--- src/sv/bgs_pkg.sv ---
// Shared types and constants for the battery gauge smoother.
// Used by the controller, the datapath and the top level; no dependencies.
`timescale 1ns / 1ps

package bgs_pkg;

    localparam int SAMPLE_W = 12;
    localparam int SMOOTH_W = 20;
    localparam int TICK_W   = 17;
    localparam int PERIOD_W = 16;
    localparam int WEIGHT_W = 10;
    localparam int MV_W     = 13;
    localparam int PCT_W    = 7;
    localparam int CFG_IDX_W  = 3;
    localparam int CFG_DATA_W = 16;
    localparam int DIV_STEPS  = 7;
    localparam int NUM_W      = 19;
    localparam int DEN_SH_W   = SAMPLE_W + DIV_STEPS - 1;

    localparam logic [TICK_W-1:0]   TICK_MAX   = 17'h1FFFF;
    localparam logic [10:0]         VOLT_MUL   = 11'd1853;
    localparam logic [PCT_W-1:0]    PCT_FULL   = 7'd100;
    localparam logic [10:0]         WEIGHT_ONE = 11'd1024;
    localparam logic [9:0]          ROUND_HALF = 10'd512;

    localparam logic [CFG_IDX_W-1:0] CFG_SMOOTH_WEIGHT = 3'd0;
    localparam logic [CFG_IDX_W-1:0] CFG_MEASURE_PERIOD = 3'd1;
    localparam logic [CFG_IDX_W-1:0] CFG_REPORT_PERIOD = 3'd2;
    localparam logic [CFG_IDX_W-1:0] CFG_LOW_VOLTAGE = 3'd3;
    localparam logic [CFG_IDX_W-1:0] CFG_EMPTY_RAW = 3'd4;
    localparam logic [CFG_IDX_W-1:0] CFG_FULL_RAW = 3'd5;

    typedef struct packed {
        logic tick;
        logic mul;
        logic fold;
        logic report;
        logic prep;
        logic div_step;
        logic load;
    } bgs_cmd_t;

    typedef struct packed {
        logic fold_due;
        logic report_due;
        logic out_free;
    } bgs_status_t;

endpackage

--- src/sv/bgs_ctrl.sv ---
// Controller state machine for the battery gauge smoother.
// Depends on bgs_pkg; drives the datapath through bgs_cmd_t commands.
`timescale 1ns / 1ps

module bgs_ctrl
    import bgs_pkg::*;
(
    input  logic        clk,
    input  logic        rst_n,
    input  logic        in_valid,
    output logic        in_ready,
    input  bgs_status_t status,
    output bgs_cmd_t    cmd
);

    typedef enum logic [2:0] {
        S_IDLE,
        S_TEST,
        S_MUL,
        S_FOLD,
        S_REPORT,
        S_PREP,
        S_DIV,
        S_OUT
    } state_t;

    state_t     state_reg;
    state_t     state_next;
    logic [2:0] div_cnt_reg;
    logic [2:0] div_cnt_next;

    assign in_ready = (state_reg == S_IDLE);

    always_comb
    begin
        state_next   = state_reg;
        div_cnt_next = div_cnt_reg;
        cmd          = '0;
        case (state_reg)
            S_IDLE:
            begin
                if (in_valid)
                begin
                    cmd.tick   = 1'b1;
                    state_next = S_TEST;
                end
            end
            S_TEST:
            begin
                state_next = status.fold_due ? S_MUL : S_REPORT;
            end
            S_MUL:
            begin
                cmd.mul    = 1'b1;
                state_next = S_FOLD;
            end
            S_FOLD:
            begin
                cmd.fold   = 1'b1;
                state_next = S_REPORT;
            end
            S_REPORT:
            begin
                if (status.report_due)
                begin
                    cmd.report = 1'b1;
                    state_next = S_PREP;
                end
                else
                begin
                    state_next = S_IDLE;
                end
            end
            S_PREP:
            begin
                cmd.prep     = 1'b1;
                div_cnt_next = 3'(DIV_STEPS - 1);
                state_next   = S_DIV;
            end
            S_DIV:
            begin
                cmd.div_step = 1'b1;
                if (div_cnt_reg == 3'd0)
                begin
                    state_next = S_OUT;
                end
                else
                begin
                    div_cnt_next = div_cnt_reg - 3'd1;
                end
            end
            S_OUT:
            begin
                if (status.out_free)
                begin
                    cmd.load   = 1'b1;
                    state_next = S_IDLE;
                end
            end
            default:
            begin
                state_next = S_IDLE;
            end
        endcase
    end

    always_ff @(posedge clk or negedge rst_n)
    begin
        if (!rst_n)
        begin
            state_reg   <= S_IDLE;
            div_cnt_reg <= 3'd0;
        end
        else
        begin
            state_reg   <= state_next;
            div_cnt_reg <= div_cnt_next;
        end
    end

endmodule

--- src/sv/bgs_datapath.sv ---
// Datapath of the battery gauge smoother: configuration, counters, smoothing,
// voltage, percentage divider and output register. Depends on bgs_pkg.
`timescale 1ns / 1ps

module bgs_datapath
    import bgs_pkg::*;
(
    input  logic                  clk,
    input  logic                  rst_n,
    input  logic                  cfg_we,
    input  logic [CFG_IDX_W-1:0]  cfg_index,
    input  logic [CFG_DATA_W-1:0] cfg_data,
    input  logic [SAMPLE_W-1:0]   adc_sample,
    input  bgs_cmd_t              cmd,
    output bgs_status_t           status,
    output logic                  out_valid,
    input  logic                  out_ready,
    output logic                  event_kind,
    output logic [PCT_W-1:0]      level_pct,
    output logic [MV_W-1:0]       voltage_mv,
    output logic [SAMPLE_W-1:0]   raw_level
);

    logic [WEIGHT_W-1:0] weight_reg;
    logic [PERIOD_W-1:0] measure_period_reg;
    logic [PERIOD_W-1:0] report_period_reg;
    logic [MV_W-1:0]     low_mv_reg;
    logic [SAMPLE_W-1:0] empty_raw_reg;
    logic [SAMPLE_W-1:0] full_raw_reg;

    logic [SMOOTH_W-1:0] smooth_reg;
    logic [TICK_W-1:0]   measure_ticks_reg;
    logic [TICK_W-1:0]   report_ticks_reg;
    logic [SAMPLE_W-1:0] sample_reg;

    logic [29:0]         prod_old_reg;
    logic [22:0]         prod_new_reg;
    logic [30:0]         fold_sum;

    logic [SAMPLE_W-1:0] raw_reg;
    logic [MV_W-1:0]     mv_reg;
    logic [NUM_W-1:0]    rem_reg;
    logic [DEN_SH_W-1:0] den_sh_reg;
    logic [PCT_W-1:0]    quot_reg;
    logic                zero_flag_reg;
    logic                full_flag_reg;

    logic                out_valid_reg;
    logic                event_reg;
    logic [PCT_W-1:0]    pct_reg;
    logic [MV_W-1:0]     volt_reg;
    logic [SAMPLE_W-1:0] raw_out_reg;

    logic [22:0]         mv_prod;
    logic [SAMPLE_W-1:0] diff;
    logic [SAMPLE_W-1:0] den;
    logic [NUM_W-1:0]    num;
    logic                rem_ge;
    logic [10:0]         new_weight;

    assign new_weight = WEIGHT_ONE - {1'b0, weight_reg};
    assign fold_sum   = {1'b0, prod_old_reg} + {8'd0, prod_new_reg} * 31'd256
                      + {21'd0, ROUND_HALF};
    assign mv_prod    = {11'd0, raw_reg} * {12'd0, VOLT_MUL};
    assign diff       = raw_reg - empty_raw_reg;
    assign den        = full_raw_reg - empty_raw_reg;
    assign num        = NUM_W'({7'd0, diff} * {12'd0, PCT_FULL});
    assign rem_ge     = (rem_reg >= {1'b0, den_sh_reg});

    assign status.fold_due   = (measure_ticks_reg > {1'b0, measure_period_reg});
    assign status.report_due = (report_ticks_reg > {1'b0, report_period_reg});
    assign status.out_free   = !out_valid_reg || out_ready;

    assign out_valid  = out_valid_reg;
    assign event_kind = event_reg;
    assign level_pct  = pct_reg;
    assign voltage_mv = volt_reg;
    assign raw_level  = raw_out_reg;

    always_ff @(posedge clk or negedge rst_n)
    begin
        if (!rst_n)
        begin
            weight_reg         <= 10'd922;
            measure_period_reg <= 16'd100;
            report_period_reg  <= 16'd1000;
            low_mv_reg         <= 13'd3500;
            empty_raw_reg      <= 12'd1980;
            full_raw_reg       <= 12'd2100;
            smooth_reg         <= '0;
            measure_ticks_reg  <= '0;
            report_ticks_reg   <= '0;
            out_valid_reg      <= 1'b0;
        end
        else
        begin
            if (cfg_we)
            begin
                case (cfg_index)
                    CFG_SMOOTH_WEIGHT:  weight_reg         <= cfg_data[WEIGHT_W-1:0];
                    CFG_MEASURE_PERIOD: measure_period_reg <= cfg_data;
                    CFG_REPORT_PERIOD:  report_period_reg  <= cfg_data;
                    CFG_LOW_VOLTAGE:    low_mv_reg         <= cfg_data[MV_W-1:0];
                    CFG_EMPTY_RAW:      empty_raw_reg      <= cfg_data[SAMPLE_W-1:0];
                    CFG_FULL_RAW:       full_raw_reg       <= cfg_data[SAMPLE_W-1:0];
                    default:            ;
                endcase
            end
            if (cmd.tick)
            begin
                if (measure_ticks_reg != TICK_MAX)
                begin
                    measure_ticks_reg <= measure_ticks_reg + 17'd1;
                end
                if (report_ticks_reg != TICK_MAX)
                begin
                    report_ticks_reg <= report_ticks_reg + 17'd1;
                end
            end
            if (cmd.fold)
            begin
                smooth_reg        <= fold_sum[29:10];
                measure_ticks_reg <= '0;
            end
            if (cmd.report)
            begin
                report_ticks_reg <= '0;
            end
            if (cmd.load)
            begin
                out_valid_reg <= 1'b1;
            end
            else if (out_ready)
            begin
                out_valid_reg <= 1'b0;
            end
        end
    end

    always_ff @(posedge clk)
    begin
        if (cmd.tick)
        begin
            sample_reg <= adc_sample;
        end
        if (cmd.mul)
        begin
            prod_old_reg <= {20'd0, weight_reg} * {10'd0, smooth_reg};
            prod_new_reg <= {12'd0, new_weight} * {11'd0, sample_reg};
        end
        if (cmd.report)
        begin
            raw_reg <= smooth_reg[SMOOTH_W-1:8];
        end
        if (cmd.prep)
        begin
            mv_reg        <= mv_prod[22:10];
            rem_reg       <= num;
            den_sh_reg    <= {den, 6'd0};
            quot_reg      <= '0;
            zero_flag_reg <= (full_raw_reg <= empty_raw_reg) || (raw_reg <= empty_raw_reg);
            full_flag_reg <= (raw_reg >= full_raw_reg);
        end
        if (cmd.div_step)
        begin
            if (rem_ge)
            begin
                rem_reg <= rem_reg - {1'b0, den_sh_reg};
            end
            den_sh_reg <= {1'b0, den_sh_reg[DEN_SH_W-1:1]};
            quot_reg   <= {quot_reg[PCT_W-2:0], rem_ge};
        end
        if (cmd.load)
        begin
            event_reg   <= (mv_reg < low_mv_reg);
            volt_reg    <= mv_reg;
            raw_out_reg <= raw_reg;
            if (zero_flag_reg)
            begin
                pct_reg <= '0;
            end
            else if (full_flag_reg)
            begin
                pct_reg <= PCT_FULL;
            end
            else
            begin
                pct_reg <= quot_reg;
            end
        end
    end

endmodule

--- src/sv/battery_gauge_smoother_core.sv ---
// Battery gauge smoother: one ADC sample per millisecond tick in, an
// occasional ping or low-battery report out. Uses bgs_pkg, bgs_ctrl and
// bgs_datapath.
//
// Usage: each transfer on the input channel (in_valid, in_ready, adc_sample)
// is one millisecond tick. Both tick counters advance; when the measure period
// is exceeded the sample is folded into the Q12.8 smoothed value, and when the
// report period is exceeded one report transfer is produced on the output
// channel (out_valid, out_ready, event_kind, level_pct, voltage_mv, raw_level).
// Configuration is written through cfg_we, cfg_index and cfg_data while idle.
//
// Timing: one item at a time. A tick passes a test state, the multiply and
// fold states when a fold is due, and a report check; a report adds setup
// plus a seven-step shift-subtract divider for the percentage, then a load
// into the output register, from which out_valid is driven.
// The output register lets the next tick be accepted while a report waits;
// if the receiver stalls, a following report waits in the controller until
// the register frees. Reset clears counters and smoothed value and restores
// the default configuration.
`timescale 1ns / 1ps

module battery_gauge_smoother_core
    import bgs_pkg::*;
(
    input  logic                  clk,
    input  logic                  rst_n,
    input  logic                  cfg_we,
    input  logic [CFG_IDX_W-1:0]  cfg_index,
    input  logic [CFG_DATA_W-1:0] cfg_data,
    input  logic                  in_valid,
    output logic                  in_ready,
    input  logic [SAMPLE_W-1:0]   adc_sample,
    output logic                  out_valid,
    input  logic                  out_ready,
    output logic                  event_kind,
    output logic [PCT_W-1:0]      level_pct,
    output logic [MV_W-1:0]       voltage_mv,
    output logic [SAMPLE_W-1:0]   raw_level
);

    bgs_cmd_t    cmd;
    bgs_status_t status;

    bgs_ctrl u_ctrl (
        .clk      (clk),
        .rst_n    (rst_n),
        .in_valid (in_valid),
        .in_ready (in_ready),
        .status   (status),
        .cmd      (cmd)
    );

    bgs_datapath u_datapath (
        .clk        (clk),
        .rst_n      (rst_n),
        .cfg_we     (cfg_we),
        .cfg_index  (cfg_index),
        .cfg_data   (cfg_data),
        .adc_sample (adc_sample),
        .cmd        (cmd),
        .status     (status),
        .out_valid  (out_valid),
        .out_ready  (out_ready),
        .event_kind (event_kind),
        .level_pct  (level_pct),
        .voltage_mv (voltage_mv),
        .raw_level  (raw_level)
    );

endmodule

--- config.mk ---
export PLATFORM = sky130hd
export DESIGN_NAME = battery_gauge_smoother_core
export DESIGN_NICKNAME = d
export VERILOG_FILES = /design/src/sv/bgs_pkg.sv /design/src/sv/bgs_ctrl.sv /design/src/sv/bgs_datapath.sv /design/src/sv/battery_gauge_smoother_core.sv
export SDC_FILE = /design/constraint.sdc
export NUM_CORES = 2
export LEC_CHECK = 0
export BUFFER_PORTS_ARGS = -buffer_cell sky130_fd_sc_hd__buf_2
export CAP_MARGIN = 30
export CORE_MARGIN = 8
export CORE_UTILIZATION = 48
export DETAILED_ROUTE_END_ITERATION = 7
export GPL_ROUTABILITY_DRIVEN = 0
export PLACE_DENSITY = 0.74
export REMOVE_ABC_BUFFERS = 1
export SLEW_MARGIN = 5
export SYNTH_ARGS = -nofsm -noshare
export SYNTH_HDL_FRONTEND = slang
export SYNTH_SLANG_ARGS = --single-unit
--- constraint.sdc ---
create_clock -name clk -period 7.2 [get_ports clk]
set_clock_uncertainty 0.15 [all_clocks]
set_input_delay 0.36 -clock clk [delete_from_list [all_inputs] [get_ports clk]]
set_output_delay 0.36 -clock clk [all_outputs]
set_load 0.05 [all_outputs]
### Yosys cells after proc, flatten, opt, wreduce, memory -nomap -nowiden

Index checks and enable logic that the tools add are counted.

| storage, ports and cells | value |
|---|---|
| output and inout port bits | 35 |
| word-level logic and storage cells | 124 |
| input bits | 36 |
| flip-flop bits (word level) | 308 |

| operators by class | value |
|---|---|
| reductions and logical operators | 24 |
| multiplexer cells | 34 |
| add/sub/neg operators | 9 |
| eq/ne operators | 18 |
| $mul | 4 |
| $lt $le $gt $ge | 7 |

Operator list:

| operator | number |
|---|---|
| 17-bit 2-to-1 mux | 8 |
| 19-bit 2-to-1 mux | 3 |
| 17-bit by 1-bit adder with 17-bit output, second input constant | 2 |
| 17-bit by 16-bit greater-than comparator with 1-bit output | 2 |
| 17-bit != test, second input constant | 2 |
| 30-bit by 10-bit adder with 30-bit output, second input constant | 1 |
| 30-bit adder | 1 |
| 10-bit by 20-bit multiplier with 30-bit output | 1 |
| 12-bit <= comparator | 2 |
| 3-bit one-hot mux with 8 select lines | 1 |
| 12-bit subtractor | 2 |
| 12-bit by 11-bit multiplier with 23-bit output, second input constant | 1 |
| 11-bit by 12-bit multiplier with 22-bit output | 1 |
| 7-bit 2-to-1 mux | 3 |
| 19-bit by 18-bit greater-or-equal comparator with 1-bit output | 1 |
| 19-bit by 18-bit subtractor with 19-bit output | 1 |
| 3-bit == test, second input constant | 6 |
| 3-bit 2-to-1 mux | 6 |
| 2-bit AND reduction | 9 |
| 12-bit by 5-bit multiplier with 17-bit output, second input constant | 1 |
| 2-bit nonzero test | 7 |
| 13-bit < comparator | 1 |
| 3-bit by 2-bit == test with 1-bit output, second input constant | 4 |
| 12-bit greater-or-equal comparator | 1 |
| 12 further kinds | 29 |

### Logic depth before layout (Yosys ltp)

| logic depth | value |
|---|---|
| depth after elaboration | 5 |
| gate-level depth with buffers | 28 |

### Hierarchy

A second synthesis with hierarchy kept.

| second synthesis, totals | value |
|---|---|
| cell total of the unflattened synthesis | 2924 |
| area, all modules | 29261.8 um^2 |

By module, submodules not included:

| module | cells an instance | area an instance (um^2) | times used | seq. area each (um^2) |
|---|---|---|---|---|
| bgs_datapath | 2874 | 28805.1 | 1 | 8000.2 |
| bgs_ctrl | 50 | 456.7 | 1 | 150.1 |

### Worst setup path before layout

OpenSTA, ideal clock, no wires.

| path | value |
|---|---|
| kind | register to register |
| from | register u_datapath.weight_reg[0] |
| to | register u_datapath.prod_new_reg[20], data pin |
| slack | 0.989 ns |
| stages on the path, launching flop included | 27 |
| buffers on the path | 1 |
| data arrival time | 5.804 ns |
| data required time | 6.792 ns |
| setup time | 0.258 ns |
| path through | dfrtp_1 > inv_1 > ha_1 > nand2_1 > or3_1 > nor3_1 > xnor2_1 > clkbuf_1 > and2_1 > fa_1 > inv_1 > fa_1 > fa_1 > inv_1 > fa_1 > inv_1 > fa_1 > inv_1 > ha_1 > a21o_1 > a21o_1 > a21oi_1 > o21ai_0 > a211o_1 > o21ba_2 > nor2_1 > xnor2_1 |

| between the ends | value |
|---|---|
| longest elaborated chain between the ends | 2 |

RTL lines:

| item | RTL line | RTL |
|---|---|---|
| start, declared | bgs_datapath.sv:24 | `logic [WEIGHT_W-1:0] weight_reg;` |
| start signal, assigned | bgs_datapath.sv:100 | `CFG_SMOOTH_WEIGHT: weight_reg <= cfg_data[WEIGHT_W-1:0];` |
| 11-bit by 10-bit subtractor with 11-bit output | bgs_datapath.sv:61 | `assign new_weight = WEIGHT_ONE - {1'b0, weight_reg};` |
| 11-bit by 12-bit multiplier with 22-bit output | bgs_datapath.sv:149 | `prod_new_reg <= {12'd0, new_weight} * {11'd0, sample_reg};` |
| end signal, assigned | bgs_datapath.sv:149 |  |
| end, declared | bgs_datapath.sv:37 | `logic [22:0] prod_new_reg;` |

Every way passes these cells.
A chain may end at the register's enable or synchronous reset.

### Worst setup path in the final report

| path | value |
|---|---|
| from | register u_datapath.weight_reg[1] |
| to | register u_datapath.prod_new_reg[20], data pin |

The elaborated chain is that of the path after synthesis.

==> results.json <==
{
  "grt-ovfl-total": 0,
  "cts_tree": "built",
  "syn_to_final_growth_pct": 9.347,
  "nNetsFinal": 3664,
  "r2r_cells": 25,
  "critPathSlowestCell": "xnor2_1",
  "path_buf_inv": 5,
  "cp_top_family": "adder cells",
  "clockBufferDepth": 3,
  "ys_seq_area_share_pct": 28.31,
  "final-hold-violation-count": 0,
  "yosysWarnings": 0,
  "synth.most_common_cell": "inv_1",
  "critPathMaxStageDelay_ns": 0.72,
  "netlist_top_cells_area": "fa_1 20%, ha_1 16%, edfxtp_1 15%",
  "crit_end": "u_datapath.prod_new_reg[20]",
  "tightest_slew_ns": 0.9814,
  "cts_buffers": 34,
  "yosysTopAreaCell": "fa_1",
  "fin_ws_ns": 0.5048,
  "setup_violations": 0,
  "netlist_instances": 2912,
  "cts_resized": 0,
  "first_global_vias": 20660,
  "synthTopCellsByCount": "417 x inv_1, 374 x ha_1, 342 x nand2_1",
  "critical_path_peak_fanout": 12,
  "grt_pass1_wl_um": 102500,
  "max_clock_freq_mhz": 149.4,
  "vias": 20080,
  "drcViolationCount": 0,
  "drive_above_1_share_pct": 8.509,
  "hold_path_class": "in2reg",
  "dieArea_mm2": 0.06808,
  "drv_slew": 0,
  "n_fill_cell": 5100,
  "final_core_util_pct": 53.25,
  "required_ns": 7.34,
  "syn_area_mm2": 0.02879,
  "cp-start-kind": "flop",
  "synthFlopType": "edfxtp_1",
  "synth_enable_flop_cells": 140,
  "worstSetupEndpointType": "flop",
  "ys_ff_latch": 300,
  "cts.sinks": 300,
  "io_buffer_count": 70,
  "path_class": "reg2reg",
  "yosysTopAreaCellShare_pct": 19.68,
  "coreArea_mm2": 0.05913,
  "place_hpwl_um": 46930,
  "clkSlewWorstSetupHoldPaths_ns": 0.06,
  "n_antenna_cell": 0,
  "htreeDepth": 2,
  "rrSetupSlack_ns": 0.50,
  "routed_wirelength_um": 60750,
  "fp.dieW_um": 260.9,
  "critPathLaunch": "u_datapath.weight_reg[1]",
  "rsz0062_at_grt": "false",
  "reg2reg_from": "u_datapath.weight_reg[1]",
  "die_h_um": 260.9,
  "period_needed_ns": 6.695,
  "cp_num_cells": 25,
  "ys_types": 78,
  "fin_setup_tns_ns": 0,
  "via_per_inst": 5.325,
  "finalCritPeriodShare_pct": 92.99,
  "ioPinCount": 71,
  "dr.first_iter.drc_count": 1045,
  "cts_root_buf": "clkbuf_16",
  "track_usage_pct": 18.44,
  "grt_max_degree": 80,
  "status": "finished clean",
  "relSlewSlack_pct": 34.10,
  "async_flop_share_pct": 46.67,
  "dp_slack_ns": 0.5273,
  "arrival_ns": 6.84,
  "first_pass_iters": 5,
  "insertion_delay_ns": 0.57,
  "max-cap-violations": 0,
  "syn_area_per_cell_um2": 9.888,
  "regToRegEndpoint": "u_datapath.prod_new_reg[20]",
  "rows": 89,
  "antenna_found_initial": 2,
  "post_drt_wl_per_cell_um": 16.12,
  "start_util_pct": 48.70,
  "antenna_left": 0
}
[per-layer routing]
metal  track usage [%]  vias to the layer above  routed length [um]  part of all wire [%]
li1                  -                     9689                   -                     -
met5                 0                        -                   0                     0
met4             5.654                        0                1431                   2.4
met2             31.51                      460               29240                    48
met1             23.86                     9824               26780                    44
met3             3.100                      102                3304                   5.4
[through the flow]
stage / instance area, um2 / instances / hold slack, ns
after detailed placement: 30000 / 3679 / 0.2902
final: 31490 / 3770 / 0.05900
after floorplan: 28410 / 2811 / -0.08559
after global routing: 31490 / 3770 / 0.07859
after global placement: 29930 / 3676 / 0.2935
after CTS: 31470 / 3769 / 0.01881
[cells by family after synthesis]
| kind of cell | share of synthesized area (%) |
|---|---|
| XOR/XNOR | 4.411 |
| AO/OA/AOI/OAI | 8.769 |
| flip-flops | 28.31 |
| multiplexers | 1.869 |
| adder cells (fa/ha/maj) | 35.93 |
| buffers and inverters | 6.761 |
| AND/OR/NAND/NOR | 13.96 |
[area by class of cell]
cell class,instances,area (um2),share of cell area (%)
multi-input combinational,2094,18730,59.49
sequential,300,8150,25.89
inverter,417,1565,4.971
tap,773,967.2,3.072
clock buffer,47,960.9,3.052
timing repair buffer,124,887.1,2.818
clock inverter,15,225.2,0.7153
[worst min path at each step]
stage	startpoint	endpoint	slack [ns]	cells past startpoint
2_1_floorplan	rst_n	u_ctrl.div_cnt_reg[0]	-0.09	0
3_3_place_gp	u_datapath.mv_reg[5]	u_datapath.voltage_mv[5]	0.29	0
3_5_place_dp	u_datapath.mv_reg[5]	u_datapath.voltage_mv[5]	0.29	0
4_1_cts	cfg_data[1]	u_datapath.empty_raw_reg[1]	0.02	3
5_1_grt	cfg_data[1]	u_datapath.empty_raw_reg[1]	0.08	3
6_report	cfg_data[1]	u_datapath.empty_raw_reg[1]	0.06	3
[worst min-delay path: cells and delay by family]
family / cells / cell delay (ns)
buffers and inverters: 1 / 0.20
and+or+nand+nor: 1 / 0.08
AOI/OAI and AO/OA: 1 / 0.07
[placed cells by master, fill, tap and decap left out, types with 7 or more instances in the layout]
cell type / count
a31oi_1: 8
o21ai_0: 129
dfxtp_1: 20
dlygate4sd3_1: 28
clkbuf_16: 35
mux2i_1: 11
nor2_1: 145
a21o_1: 42
nand3_1: 34
buf_4: 22
o21bai_1: 11
and3_1: 24
dfstp_2: 34
xor2_1: 60
xnor2_1: 85
a21oi_1: 105
nor2b_1: 22
nand2b_1: 17
ha_1: 374
fa_1: 283
and2_1: 156
clkbuf_1: 8
nand2_1: 342
o21a_1: 17
a211oi_1: 18
edfxtp_1: 140
inv_1: 417
nor3_1: 30
o211ai_1: 8
buf_2: 69
or2_2: 8
nand4_1: 27
dfrtp_1: 106
mux2_2: 37
or3_1: 11
o31ai_1: 7
[repair_timing]
action                    4_1_cts  5_1_grt
hold endpoints to repair      104        0
hold buffers                   28        0
buffers inserted                0        0
Power is left out: the tool's default activity adds up to more than one toggle a clock period on the data nets, which glitch-free logic cannot reach.
